==> config.mk <==
export PLATFORM = sky130hd
export DESIGN_NAME = transaction_write_buffer_top
export DESIGN_NICKNAME = d
export VERILOG_FILES = /design/src/sv/twb_pkg.sv /design/src/sv/twb_dp.sv /design/src/sv/twb_ctrl.sv /design/src/sv/transaction_write_buffer_top.sv
export SDC_FILE = /design/constraint.sdc
export NUM_CORES = 2
export LEC_CHECK = 0
export BUFFER_PORTS_ARGS = -buffer_cell sky130_fd_sc_hd__buf_2
export CORE_MARGIN = 1
export CORE_UTILIZATION = 40
export DETAILED_ROUTE_END_ITERATION = 8
export GPL_ROUTABILITY_DRIVEN = 1
export RECOVER_POWER = 25
export SYNTH_ARGS = -nofsm -noshare
export SYNTH_HDL_FRONTEND = slang
export SYNTH_HIERARCHICAL = 1
export SYNTH_SLANG_ARGS = --single-unit
==> constraint.sdc <==
create_clock -name clk -period 6.2 [get_ports clk]
set_input_delay 0.31 -clock clk [delete_from_list [all_inputs] [get_ports clk]]
set_output_delay 0.31 -clock clk [all_outputs]
set_load 0.02 [all_outputs]
==> src/sv/twb_pkg.sv <==
// Shared constants, beat types and control types for the transaction write buffer.
`default_nettype none

package twb_pkg;

	localparam int DEPTH     = 32;
	localparam int ADDR_BITS = 32;
	localparam int DATA_W    = 32;
	localparam int IN_ADDR_W = 32;
	localparam int OPC_W     = 3;
	localparam int ENTRY_W   = 6;
	localparam int CNT_W     = $clog2(DEPTH + 1);
	localparam int IDX_W     = $clog2(DEPTH);
	localparam int KEY_W     = (ADDR_BITS < IN_ADDR_W) ? ADDR_BITS : IN_ADDR_W;

	typedef enum logic [OPC_W-1:0] {
		OP_INSERT = 3'd0,
		OP_UPDATE = 3'd1,
		OP_LOOKUP = 3'd2,
		OP_CLEAR  = 3'd3,
		OP_DRAIN  = 3'd4
	} op_t;

	typedef enum logic [1:0] {
		ST_IDLE,
		ST_EXEC,
		ST_LOOKUP,
		ST_DRAIN
	} state_t;

	// which fields a result beat carries
	typedef enum logic [1:0] {
		RK_BASIC,
		RK_LOOKUP,
		RK_DRAIN
	} rk_t;

	typedef struct packed {
		logic [OPC_W-1:0]     opcode;
		logic [IN_ADDR_W-1:0] address;
		logic signed [DATA_W-1:0] data_value;
		logic                 wide_type;
	} in_beat_t;

	typedef struct packed {
		logic                 status;
		logic                 found;
		logic                 valid_res;
		logic [IN_ADDR_W-1:0] out_address;
		logic signed [DATA_W-1:0] out_value;
		logic                 out_type;
		logic [ENTRY_W-1:0]   entry_count;
		logic                 last;
	} out_beat_t;

	typedef struct packed {
		logic accept;
		logic append;
		logic write_hit;
		logic clear;
		logic rd_lookup;
		logic drain_start;
		logic drain_step;
		logic emit;
		rk_t  kind;
		logic full_status;
		logic found;
		logic last;
	} dp_cmd_t;

	typedef struct packed {
		op_t  op;
		logic hit;
		logic full;
		logic empty;
		logic last_entry;
	} dp_status_t;

endpackage

`default_nettype wire

==> src/sv/twb_dp.sv <==
// Datapath: address match array, entry memories, fill count and result register.
`default_nettype none

module twb_dp (
	input  wire logic                clk,
	input  wire logic                arst_n,
	input  wire twb_pkg::in_beat_t   request,
	input  wire twb_pkg::dp_cmd_t    cmd,
	output twb_pkg::dp_status_t      st,
	output logic                     done,
	output twb_pkg::out_beat_t       result
);
	import twb_pkg::*;

	logic [KEY_W-1:0]  key_in;
	logic [KEY_W-1:0]  key_q;
	logic [DATA_W-1:0] value_q;
	logic              type_q;
	logic [OPC_W-1:0]  opc_q;

	logic [KEY_W-1:0]  cam_q [DEPTH];
	logic [DEPTH-1:0]  match_s1;
	logic              hit;
	logic [IDX_W-1:0]  hit_idx;

	logic [CNT_W-1:0]  fill_q;
	logic [CNT_W-1:0]  fill_d;
	logic [IDX_W-1:0]  drain_idx_q;

	logic [DATA_W-1:0] val_mem  [DEPTH];
	logic [KEY_W:0]    meta_mem [DEPTH];
	logic [DATA_W-1:0] rd_val_q;
	logic [KEY_W:0]    rd_meta_q;
	logic [IDX_W-1:0]  wr_idx;
	logic [IDX_W-1:0]  rd_idx;
	logic              rd_en;

	out_beat_t         res_d;
	out_beat_t         result_q;
	logic              done_q;

	assign key_in = request.address[KEY_W-1:0];

	// latch the command beat and compare its key against every held entry
	always_ff @(posedge clk) begin
		if (cmd.accept) begin
			key_q   <= key_in;
			value_q <= request.data_value;
			type_q  <= request.wide_type;
			opc_q   <= request.opcode;
			for (int i = 0; i < DEPTH; i++) begin
				match_s1[i] <= (CNT_W'(i) < fill_q) && (cam_q[i] == key_in);
			end
		end
	end

	// oldest match wins
	always_comb begin
		hit     = |match_s1;
		hit_idx = '0;
		for (int i = DEPTH - 1; i >= 0; i--) begin
			if (match_s1[i]) begin
				hit_idx = IDX_W'(i);
			end
		end
	end

	always_ff @(posedge clk) begin
		if (cmd.append) begin
			cam_q[fill_q[IDX_W-1:0]] <= key_q;
		end
	end

	assign fill_d = cmd.clear  ? '0 :
	                cmd.append ? fill_q + CNT_W'(1) : fill_q;

	always_ff @(posedge clk or negedge arst_n) begin
		if (!arst_n) begin
			fill_q      <= '0;
			drain_idx_q <= '0;
		end else begin
			fill_q <= fill_d;
			if (cmd.drain_start) begin
				drain_idx_q <= '0;
			end else if (cmd.drain_step) begin
				drain_idx_q <= drain_idx_q + IDX_W'(1);
			end
		end
	end

	// entry memories: one write port, one registered read port each
	assign wr_idx = cmd.append ? fill_q[IDX_W-1:0] : hit_idx;
	assign rd_idx = cmd.rd_lookup   ? hit_idx :
	                cmd.drain_start ? '0 : drain_idx_q + IDX_W'(1);
	assign rd_en  = cmd.rd_lookup | cmd.drain_start | cmd.drain_step;

	always_ff @(posedge clk) begin
		if (cmd.append || cmd.write_hit) begin
			val_mem[wr_idx] <= value_q;
		end
		if (cmd.append) begin
			meta_mem[wr_idx] <= {key_q, type_q};
		end
		if (rd_en) begin
			rd_val_q  <= val_mem[rd_idx];
			rd_meta_q <= meta_mem[rd_idx];
		end
	end

	assign st.op         = op_t'(opc_q);
	assign st.hit        = hit;
	assign st.full       = (fill_q == CNT_W'(DEPTH));
	assign st.empty      = (fill_q == '0);
	assign st.last_entry = ((CNT_W'(drain_idx_q) + CNT_W'(1)) == fill_q);

	always_comb begin
		res_d             = '0;
		res_d.entry_count = ENTRY_W'(fill_d);
		case (cmd.kind)
			RK_BASIC: begin
				res_d.status = cmd.full_status;
				res_d.found  = cmd.found;
				res_d.last   = 1'b1;
			end
			RK_LOOKUP: begin
				res_d.found     = 1'b1;
				res_d.out_value = rd_val_q;
				res_d.out_type  = rd_meta_q[0];
				res_d.last      = 1'b1;
			end
			RK_DRAIN: begin
				res_d.valid_res   = 1'b1;
				res_d.out_address = IN_ADDR_W'(rd_meta_q[KEY_W:1]);
				res_d.out_value   = rd_val_q;
				res_d.out_type    = rd_meta_q[0];
				res_d.last        = cmd.last;
			end
			default: begin
				res_d.last = 1'b1;
			end
		endcase
	end

	always_ff @(posedge clk or negedge arst_n) begin
		if (!arst_n) begin
			done_q <= 1'b0;
		end else begin
			done_q <= cmd.emit;
		end
	end

	always_ff @(posedge clk) begin
		if (cmd.emit) begin
			result_q <= res_d;
		end
	end

	assign done   = done_q;
	assign result = result_q;

endmodule

`default_nettype wire

==> src/sv/twb_ctrl.sv <==
// Controller: sequences one command beat through match, memory access and result beats.
`default_nettype none

module twb_ctrl (
	input  wire logic                 clk,
	input  wire logic                 arst_n,
	input  wire logic                 start,
	input  wire twb_pkg::dp_status_t  st,
	output twb_pkg::dp_cmd_t          cmd,
	output logic                      busy
);
	import twb_pkg::*;

	state_t state_q;
	state_t state_d;

	always_ff @(posedge clk or negedge arst_n) begin
		if (!arst_n) begin
			state_q <= ST_IDLE;
		end else begin
			state_q <= state_d;
		end
	end

	always_comb begin
		state_d = state_q;
		case (state_q)
			ST_IDLE: begin
				if (start) begin
					state_d = ST_EXEC;
				end
			end
			ST_EXEC: begin
				case (st.op)
					OP_LOOKUP: state_d = st.hit   ? ST_LOOKUP : ST_IDLE;
					OP_DRAIN:  state_d = st.empty ? ST_IDLE   : ST_DRAIN;
					default:   state_d = ST_IDLE;
				endcase
			end
			ST_LOOKUP: state_d = ST_IDLE;
			ST_DRAIN: begin
				if (st.last_entry) begin
					state_d = ST_IDLE;
				end
			end
			default: state_d = ST_IDLE;
		endcase
	end

	always_comb begin
		cmd      = '0;
		cmd.kind = RK_BASIC;
		case (state_q)
			ST_IDLE: begin
				cmd.accept = start;
			end
			ST_EXEC: begin
				cmd.emit = 1'b1;
				case (st.op)
					OP_INSERT: begin
						cmd.full_status = st.full;
						cmd.append      = !st.full;
					end
					OP_UPDATE: begin
						if (st.hit) begin
							cmd.write_hit = 1'b1;
							cmd.found     = 1'b1;
						end else begin
							cmd.full_status = st.full;
							cmd.append      = !st.full;
						end
					end
					OP_LOOKUP: begin
						cmd.rd_lookup = st.hit;
						cmd.emit      = !st.hit;
					end
					OP_CLEAR: begin
						cmd.clear = 1'b1;
					end
					OP_DRAIN: begin
						cmd.drain_start = !st.empty;
						cmd.emit        = st.empty;
					end
					default: begin
						cmd.emit = 1'b1;
					end
				endcase
			end
			ST_LOOKUP: begin
				cmd.emit = 1'b1;
				cmd.kind = RK_LOOKUP;
			end
			ST_DRAIN: begin
				cmd.emit       = 1'b1;
				cmd.kind       = RK_DRAIN;
				cmd.last       = st.last_entry;
				cmd.drain_step = !st.last_entry;
			end
			default: begin
				cmd.accept = 1'b0;
			end
		endcase
	end

	assign busy = (state_q != ST_IDLE);

endmodule

`default_nettype wire

==> src/sv/transaction_write_buffer_top.sv <==
// Top level of the transaction write buffer (redo log of address, value, type).
//
//  channel   handshake        payload            direction
//  command   start / busy     request (in_beat)  in: taken when start & !busy
//  result    done             result (out_beat)  out: one beat per cycle done is high
//
// Sequence: a command beat is matched against all held entries in the accept
// cycle, then execute. Insert, update, clear, lookup miss and empty drain:
// busy in execute only, result beat the cycle after. Lookup hit: busy in
// execute and lookup (entry memory read). Drain of N entries: busy in
// execute and drain; N back-to-back result beats, the final one with last set.
// Reset clears the fill count and control; entry storage is not cleared.
// The receiver cannot stall; a new command may be taken while a result shows.
`default_nettype none

module transaction_write_buffer_top (
	input  wire logic               clk,
	input  wire logic               arst_n,
	input  wire logic               start,
	output logic                    busy,
	input  wire twb_pkg::in_beat_t  request,
	output logic                    done,
	output twb_pkg::out_beat_t      result
);
	import twb_pkg::*;

	dp_cmd_t    cmd;
	dp_status_t st;

	// controller: walks each command through execute, memory read and drain
	twb_ctrl u_ctrl (
		.clk    (clk),
		.arst_n (arst_n),
		.start  (start),
		.st     (st),
		.cmd    (cmd),
		.busy   (busy)
	);

	// datapath: key compare array, value/meta memories, result register
	twb_dp u_dp (
		.clk     (clk),
		.arst_n  (arst_n),
		.request (request),
		.cmd     (cmd),
		.st      (st),
		.done    (done),
		.result  (result)
	);

	// an accepted beat always starts work
	a_accept_busy: assert property (@(posedge clk) disable iff (!arst_n)
		(start && !busy) |=> busy)
		else $error("command beat accepted but block not busy");

	// a drain stream has no gaps until its last beat
	a_drain_contig: assert property (@(posedge clk) disable iff (!arst_n)
		(done && !result.last) |=> done)
		else $error("gap inside a drain stream");

	// going idle coincides with the final result beat of the command
	a_idle_last: assert property (@(posedge clk) disable iff (!arst_n)
		$fell(busy) |-> (done && result.last))
		else $error("block went idle without a final result beat");

endmodule

`default_nettype wire
==> report_table.html <==
<table>
<tr><th>Metric</th><th>Value</th></tr>
<tr><th colspan="2">Place</th></tr>
<tr><td>HPWL reported at the end of detailed placement</td><td>240000 um</td></tr>
<tr><td>Worst Setup Slack post-DPL</td><td>846 ps</td></tr>
<tr><td>Port buffer count</td><td>147</td></tr>
<tr><td>Final weighted congestion in routability-driven placement</td><td>0.857</td></tr>
<tr><th colspan="2">Power</th></tr>
<tr><td>Power Dens Cells</td><td>412 nW/um^2</td></tr>
<tr><td>IR drop worst, VDD</td><td>0.673 mV</td></tr>
<tr><td>Leak</td><td>49.2 nW</td></tr>
<tr><th colspan="2">Timing</th></tr>
<tr><td>Max transition margin</td><td>-242%</td></tr>
<tr><td>Final setup violation count</td><td>0</td></tr>
<tr><td>FMAX</td><td>165 MHz</td></tr>
<tr><td>Final number of hold-violating endpoints</td><td>0</td></tr>
<tr><td>Fraction of the cycle the final worst path needs</td><td>97.6%</td></tr>
<tr><td>Setup repair after global routing missed its margin</td><td>no</td></tr>
<tr><td>Worst-case setup margin in the final layout</td><td>146 ps</td></tr>
<tr><td>Worst hold margin</td><td>92.4 ps</td></tr>
<tr><td>Final-layout setup total negative slack</td><td>0 ps</td></tr>
<tr><td>Clock Skew</td><td>66.8 ps</td></tr>
<tr><td>Number of pins with negative max-slew slack in the final report</td><td>1398</td></tr>
<tr><td>Measured slew at the worst slew-check pin</td><td>5130 ps</td></tr>
<tr><td>Crit path time final</td><td>6050 ps</td></tr>
<tr><th colspan="2">Cells and area</th></tr>
<tr><td>Share of post-route cells with drive strength above 1</td><td>11.4%</td></tr>
<tr><td>Signed area change from the synthesized netlist to the final layout</td><td>14.7%</td></tr>
<tr><td>Number of filler instances in the final layout</td><td>28200</td></tr>
<tr><td>Post-layout nets</td><td>9121</td></tr>
<tr><td>Final core utilization</td><td>46.1%</td></tr>
<tr><th colspan="2">Drt</th></tr>
<tr><td>Antenna viol nets, final</td><td>0</td></tr>
<tr><td>WL/cell</td><td>31.1 um</td></tr>
<tr><td>Met2 layer wire length in the routed design</td><td>196000 um</td></tr>
<tr><td>Via count</td><td>80800</td></tr>
<tr><td>Post-Route WL</td><td>426000 um</td></tr>
<tr><td>Number of detailed-route iterations in the first pass</td><td>6</td></tr>
<tr><td>Post-DR vias/cell</td><td>5.89</td></tr>
<tr><td>Violation count after the first detailed-route iteration</td><td>11300</td></tr>
<tr><td>Routed met1 length</td><td>170000 um</td></tr>
<tr><td>Top metal layer carrying routed signals</td><td>met5</td></tr>
<tr><td>DRC violations left</td><td>0</td></tr>
<tr><td>Amount of wire on met3 after detailed routing</td><td>43100 um</td></tr>
<tr><th colspan="2">Global routing</th></tr>
<tr><td>Initial antenna violation count</td><td>40</td></tr>
<tr><td>Global route overflow</td><td>0</td></tr>
<tr><td>Via count of the first global-routing pass</td><td>77500</td></tr>
<tr><td>Wire length of the first global-routing pass</td><td>593000 um</td></tr>
<tr><td>Largest net degree at the start of global routing</td><td>109</td></tr>
<tr><td>GRT Total Usage</td><td>25.0%</td></tr>
<tr><th colspan="2">Setup path</th></tr>
<tr><td>Critical R2R Capture</td><td>u_dp/rd_val_q[21]</td></tr>
<tr><td>Crit end category</td><td>flop</td></tr>
<tr><td>Worst reg2reg setup slack</td><td>630 ps</td></tr>
<tr><td>CP Class</td><td>in -&gt; reg</td></tr>
<tr><td>Critical path startpoint</td><td>request[44]</td></tr>
<tr><td>Worst path required time</td><td>6740 ps</td></tr>
<tr><td>CP max FO</td><td>33</td></tr>
<tr><td>Arr. time, crit path</td><td>6590 ps</td></tr>
<tr><td>Reg2Reg Launch Point</td><td>u_dp/fill_q[0]</td></tr>
<tr><td>Crit start category</td><td>input pin</td></tr>
<tr><td>Worst-case reg-to-reg path depth</td><td>15</td></tr>
<tr><th colspan="2">Floorplanning</th></tr>
<tr><td>Y dimension of the die</td><td>578 um</td></tr>
<tr><td>Starting Density</td><td>40.2%</td></tr>
<tr><td>Die area</td><td>334000 sq um</td></tr>
<tr><td>Number of top-level pins</td><td>148</td></tr>
<tr><td>Die extent in x</td><td>578 um</td></tr>
<tr><td>Rows</td><td>211</td></tr>
<tr><td>Core footprint</td><td>330000 sq um</td></tr>
<tr><th colspan="2">Yosys</th></tr>
<tr><td>Most numerous cell in the Yosys netlist</td><td>sky130_fd_sc_hd__edfxtp_1</td></tr>
<tr><td>Post-synthesis average cell area</td><td>15.4 sq um</td></tr>
<tr><td>FF+latch count, synth</td><td>3358</td></tr>
<tr><td>Cell area after synthesis</td><td>133000 sq um</td></tr>
<tr><td>Post-synthesis instance total</td><td>8638</td></tr>
<tr><td>Count of distinct cell types in the synthesized netlist</td><td>74</td></tr>
<tr><td>Net count of the mapped netlist</td><td>8717</td></tr>
<tr><td>Synth top cells by count</td><td>3344 x sky130_fd_sc_hd__edfxtp_1, 1440 x sky130_fd_sc_hd__nand2_1, 667 x sky130_fd_sc_hd__xor2_1</td></tr>
<tr><td>Synth Warn #</td><td>6</td></tr>
<tr><td>Synth area leader</td><td>sky130_fd_sc_hd__edfxtp_1</td></tr>
<tr><td>Number of enable flip-flop cells after synthesis</td><td>3344</td></tr>
<tr><td>Largest cells by area after synthesis</td><td>sky130_fd_sc_hd__edfxtp_1 76%, sky130_fd_sc_hd__xor2_1 4.4%, sky130_fd_sc_hd__nand2_1 4.1%</td></tr>
<tr><td>Seq/Total Area, Yosys</td><td>75.9%</td></tr>
<tr><td>Leading register cell type out of synthesis</td><td>sky130_fd_sc_hd__edfxtp_1</td></tr>
<tr><td>Synth top area share</td><td>75.7%</td></tr>
<tr><td>Share of flip-flops with an asynchronous set or reset</td><td>0.417%</td></tr>
<tr><th colspan="2">Clock network</th></tr>
<tr><td>Clock tree from TritonCTS</td><td>built</td></tr>
<tr><td>Number of buffers created by CTS</td><td>348</td></tr>
<tr><td>Post-CTS clock slew at the launch and capture registers of the worst setup and hold paths</td><td>60 ps</td></tr>
<tr><td>Clock latency of the later-clocked register in the worst-skew pair</td><td>950 ps</td></tr>
<tr><td>Buffers inserted during post-CTS setup optimization</td><td>0</td></tr>
<tr><td>Total of hold buffers inserted after clock tree synthesis</td><td>47</td></tr>
<tr><td>Clock tree root buffer cell</td><td>sky130_fd_sc_hd__clkbuf_16</td></tr>
<tr><td>Post-CTS resize count</td><td>0</td></tr>
<tr><td>Max clock buf depth</td><td>4</td></tr>
<tr><td># clock sinks</td><td>3358</td></tr>
<tr><td>Number of H-tree levels</td><td>5</td></tr>
<tr><th colspan="2">Flow run</th></tr>
<tr><td>Max-cap violation count</td><td>60</td></tr>
<tr><th colspan="2">Hold path</th></tr>
<tr><td>Worst hold path type</td><td>in -&gt; reg</td></tr>
<tr><td>Worst hold start</td><td>request[22]</td></tr>
<tr><td>Hold path endpoint</td><td>u_dp/value_q[21]</td></tr>
<tr><td>WHS Path Cells</td><td>2</td></tr>
<tr><th colspan="2">Status</th></tr>
<tr><td>Run status</td><td>finished with violations</td></tr>
<tr><td>Violations in the final reports</td><td>capacitance limit, slew limit</td></tr>
</table>
-- worst max path at each step --
stage,cells past startpoint,end
after detailed placement,11,u_dp/rd_val_q[29]
final,7,u_dp/match_s1[4]
after global routing,9,u_dp/match_s1[7]
after floorplan,2,u_dp/key_q[0]
after CTS,15,u_dp/rd_val_q[9]
after global placement,16,u_dp/rd_meta_q[21]
-- cell usage in the layout (no fill, tap or decap), drive strengths merged, types with 9 or more instances in the layout --
master       synthesis  final
a221oi              21     21
a311oi              36     36
and3               130    130
o2111ai             60     60
diode                0     20
a32oi              121    121
or4                  9      9
clkinv               1    136
o21ai               23     23
nand4              164    164
a31oi              181    181
clkbuf             255    535
o311ai              10     10
a21oi              113    113
dlygate4sd3          0     47
and2                69     69
nand2             1441   1441
buf                268    441
xor2               667    667
a22oi                9      9
nor4               233    233
nand3              373    373
o211ai              43     43
a211oi             133    133
nor3                41     41
bufinv               0     28
o22ai               40     40
edfxtp            3344   3344
inv                 14     29
nor2               153    153
xnor2              371    371
mux2i              226    226
dfrtp               14     14
-- per-layer routing --
| metal | GRT usage, % | vias to the layer above |
|---|---|---|
| met5 | 0 | - |
| met4 | 8.53 | 16 |
| met3 | 4.64 | 788 |
| met2 | 39.7 | 4729 |
| met1 | 34.7 | 41800 |
| li1 | - | 33400 |
-- cell type report --
| cell class | count | area [sq um] | area share [%] |
|---|---|---|---|
| flip-flops and latches | 3358 | 101000 | 66.2 |
| multi-input cells | 4742 | 30300 | 19.9 |
| clock buffers | 446 | 9230 | 6.07 |
| well taps | 4366 | 5460 | 3.59 |
| repair buffers | 577 | 4490 | 2.95 |
| clock inverters | 186 | 1890 | 1.24 |
| inverters | 15 | 56.3 | 0.0370 |
| diodes | 20 | 50.0 | 0.0329 |
-- registers in the layout (all words and copies together), names as in the netlist --
register,count
u_dp/drain_idx_q,5
u_dp/meta_mem,1056
u_ctrl/state_q,2
u_dp/rd_meta_q,33
u_dp/type_q,1
u_dp/done,1
u_dp/cam_q,1024
u_dp/match_s1,32
u_dp/val_mem,1024
u_dp/key_q,32
u_dp/fill_q,6
u_dp/result,75
u_dp/value_q,32
u_dp/rd_val_q,32
u_dp/opc_q,3
-- per-stage QoR --
stage          instance area [sq um]  instances  total power, mW
4_1_cts                       152000      13700             62.7
5_1_grt                       152000      13700             64.5
3_3_place_gp                  141000      13000             42.1
2_1_floorplan                 133000       8638             35.8
3_5_place_dp                  141000      13000             42.2
6_report                      152000      13700             62.6
-- cell families (layout without fill, tap and decap cells) --
kind of cell | Yosys count | after routing | synth area share (%)
buffers and inverters | 538 | 1224 | 1.83
adders and majority gates | 8 | 8 | 0.0754
muxes | 227 | 227 | 1.71
other | 0 | 20 | 0
and+or+nand+nor | 2642 | 2642 | 9.11
xor gates and xnor gates | 1038 | 1038 | 6.85
AOI/OAI and AO/OA | 827 | 827 | 4.50
DFF | 3358 | 3358 | 75.9
-- report_power, final --
group	switching [mW]	internal (mW)
Combinational	10.6	3.95
Sequential	0.732	26.7
Clock	8.93	11.8
Total	20.3	42.4
-- critical path: stages --
cell,delay (ps)
sky130_fd_sc_hd__dlygate4sd3_1,520
sky130_fd_sc_hd__buf_2,100
sky130_fd_sc_hd__clkbuf_1,3560
sky130_fd_sc_hd__xor2_1,280
sky130_fd_sc_hd__nor4_1,570
sky130_fd_sc_hd__o2111ai_1,190
sky130_fd_sc_hd__nor4_1,1020
Note: power is estimated with default switching activity, not from simulation.
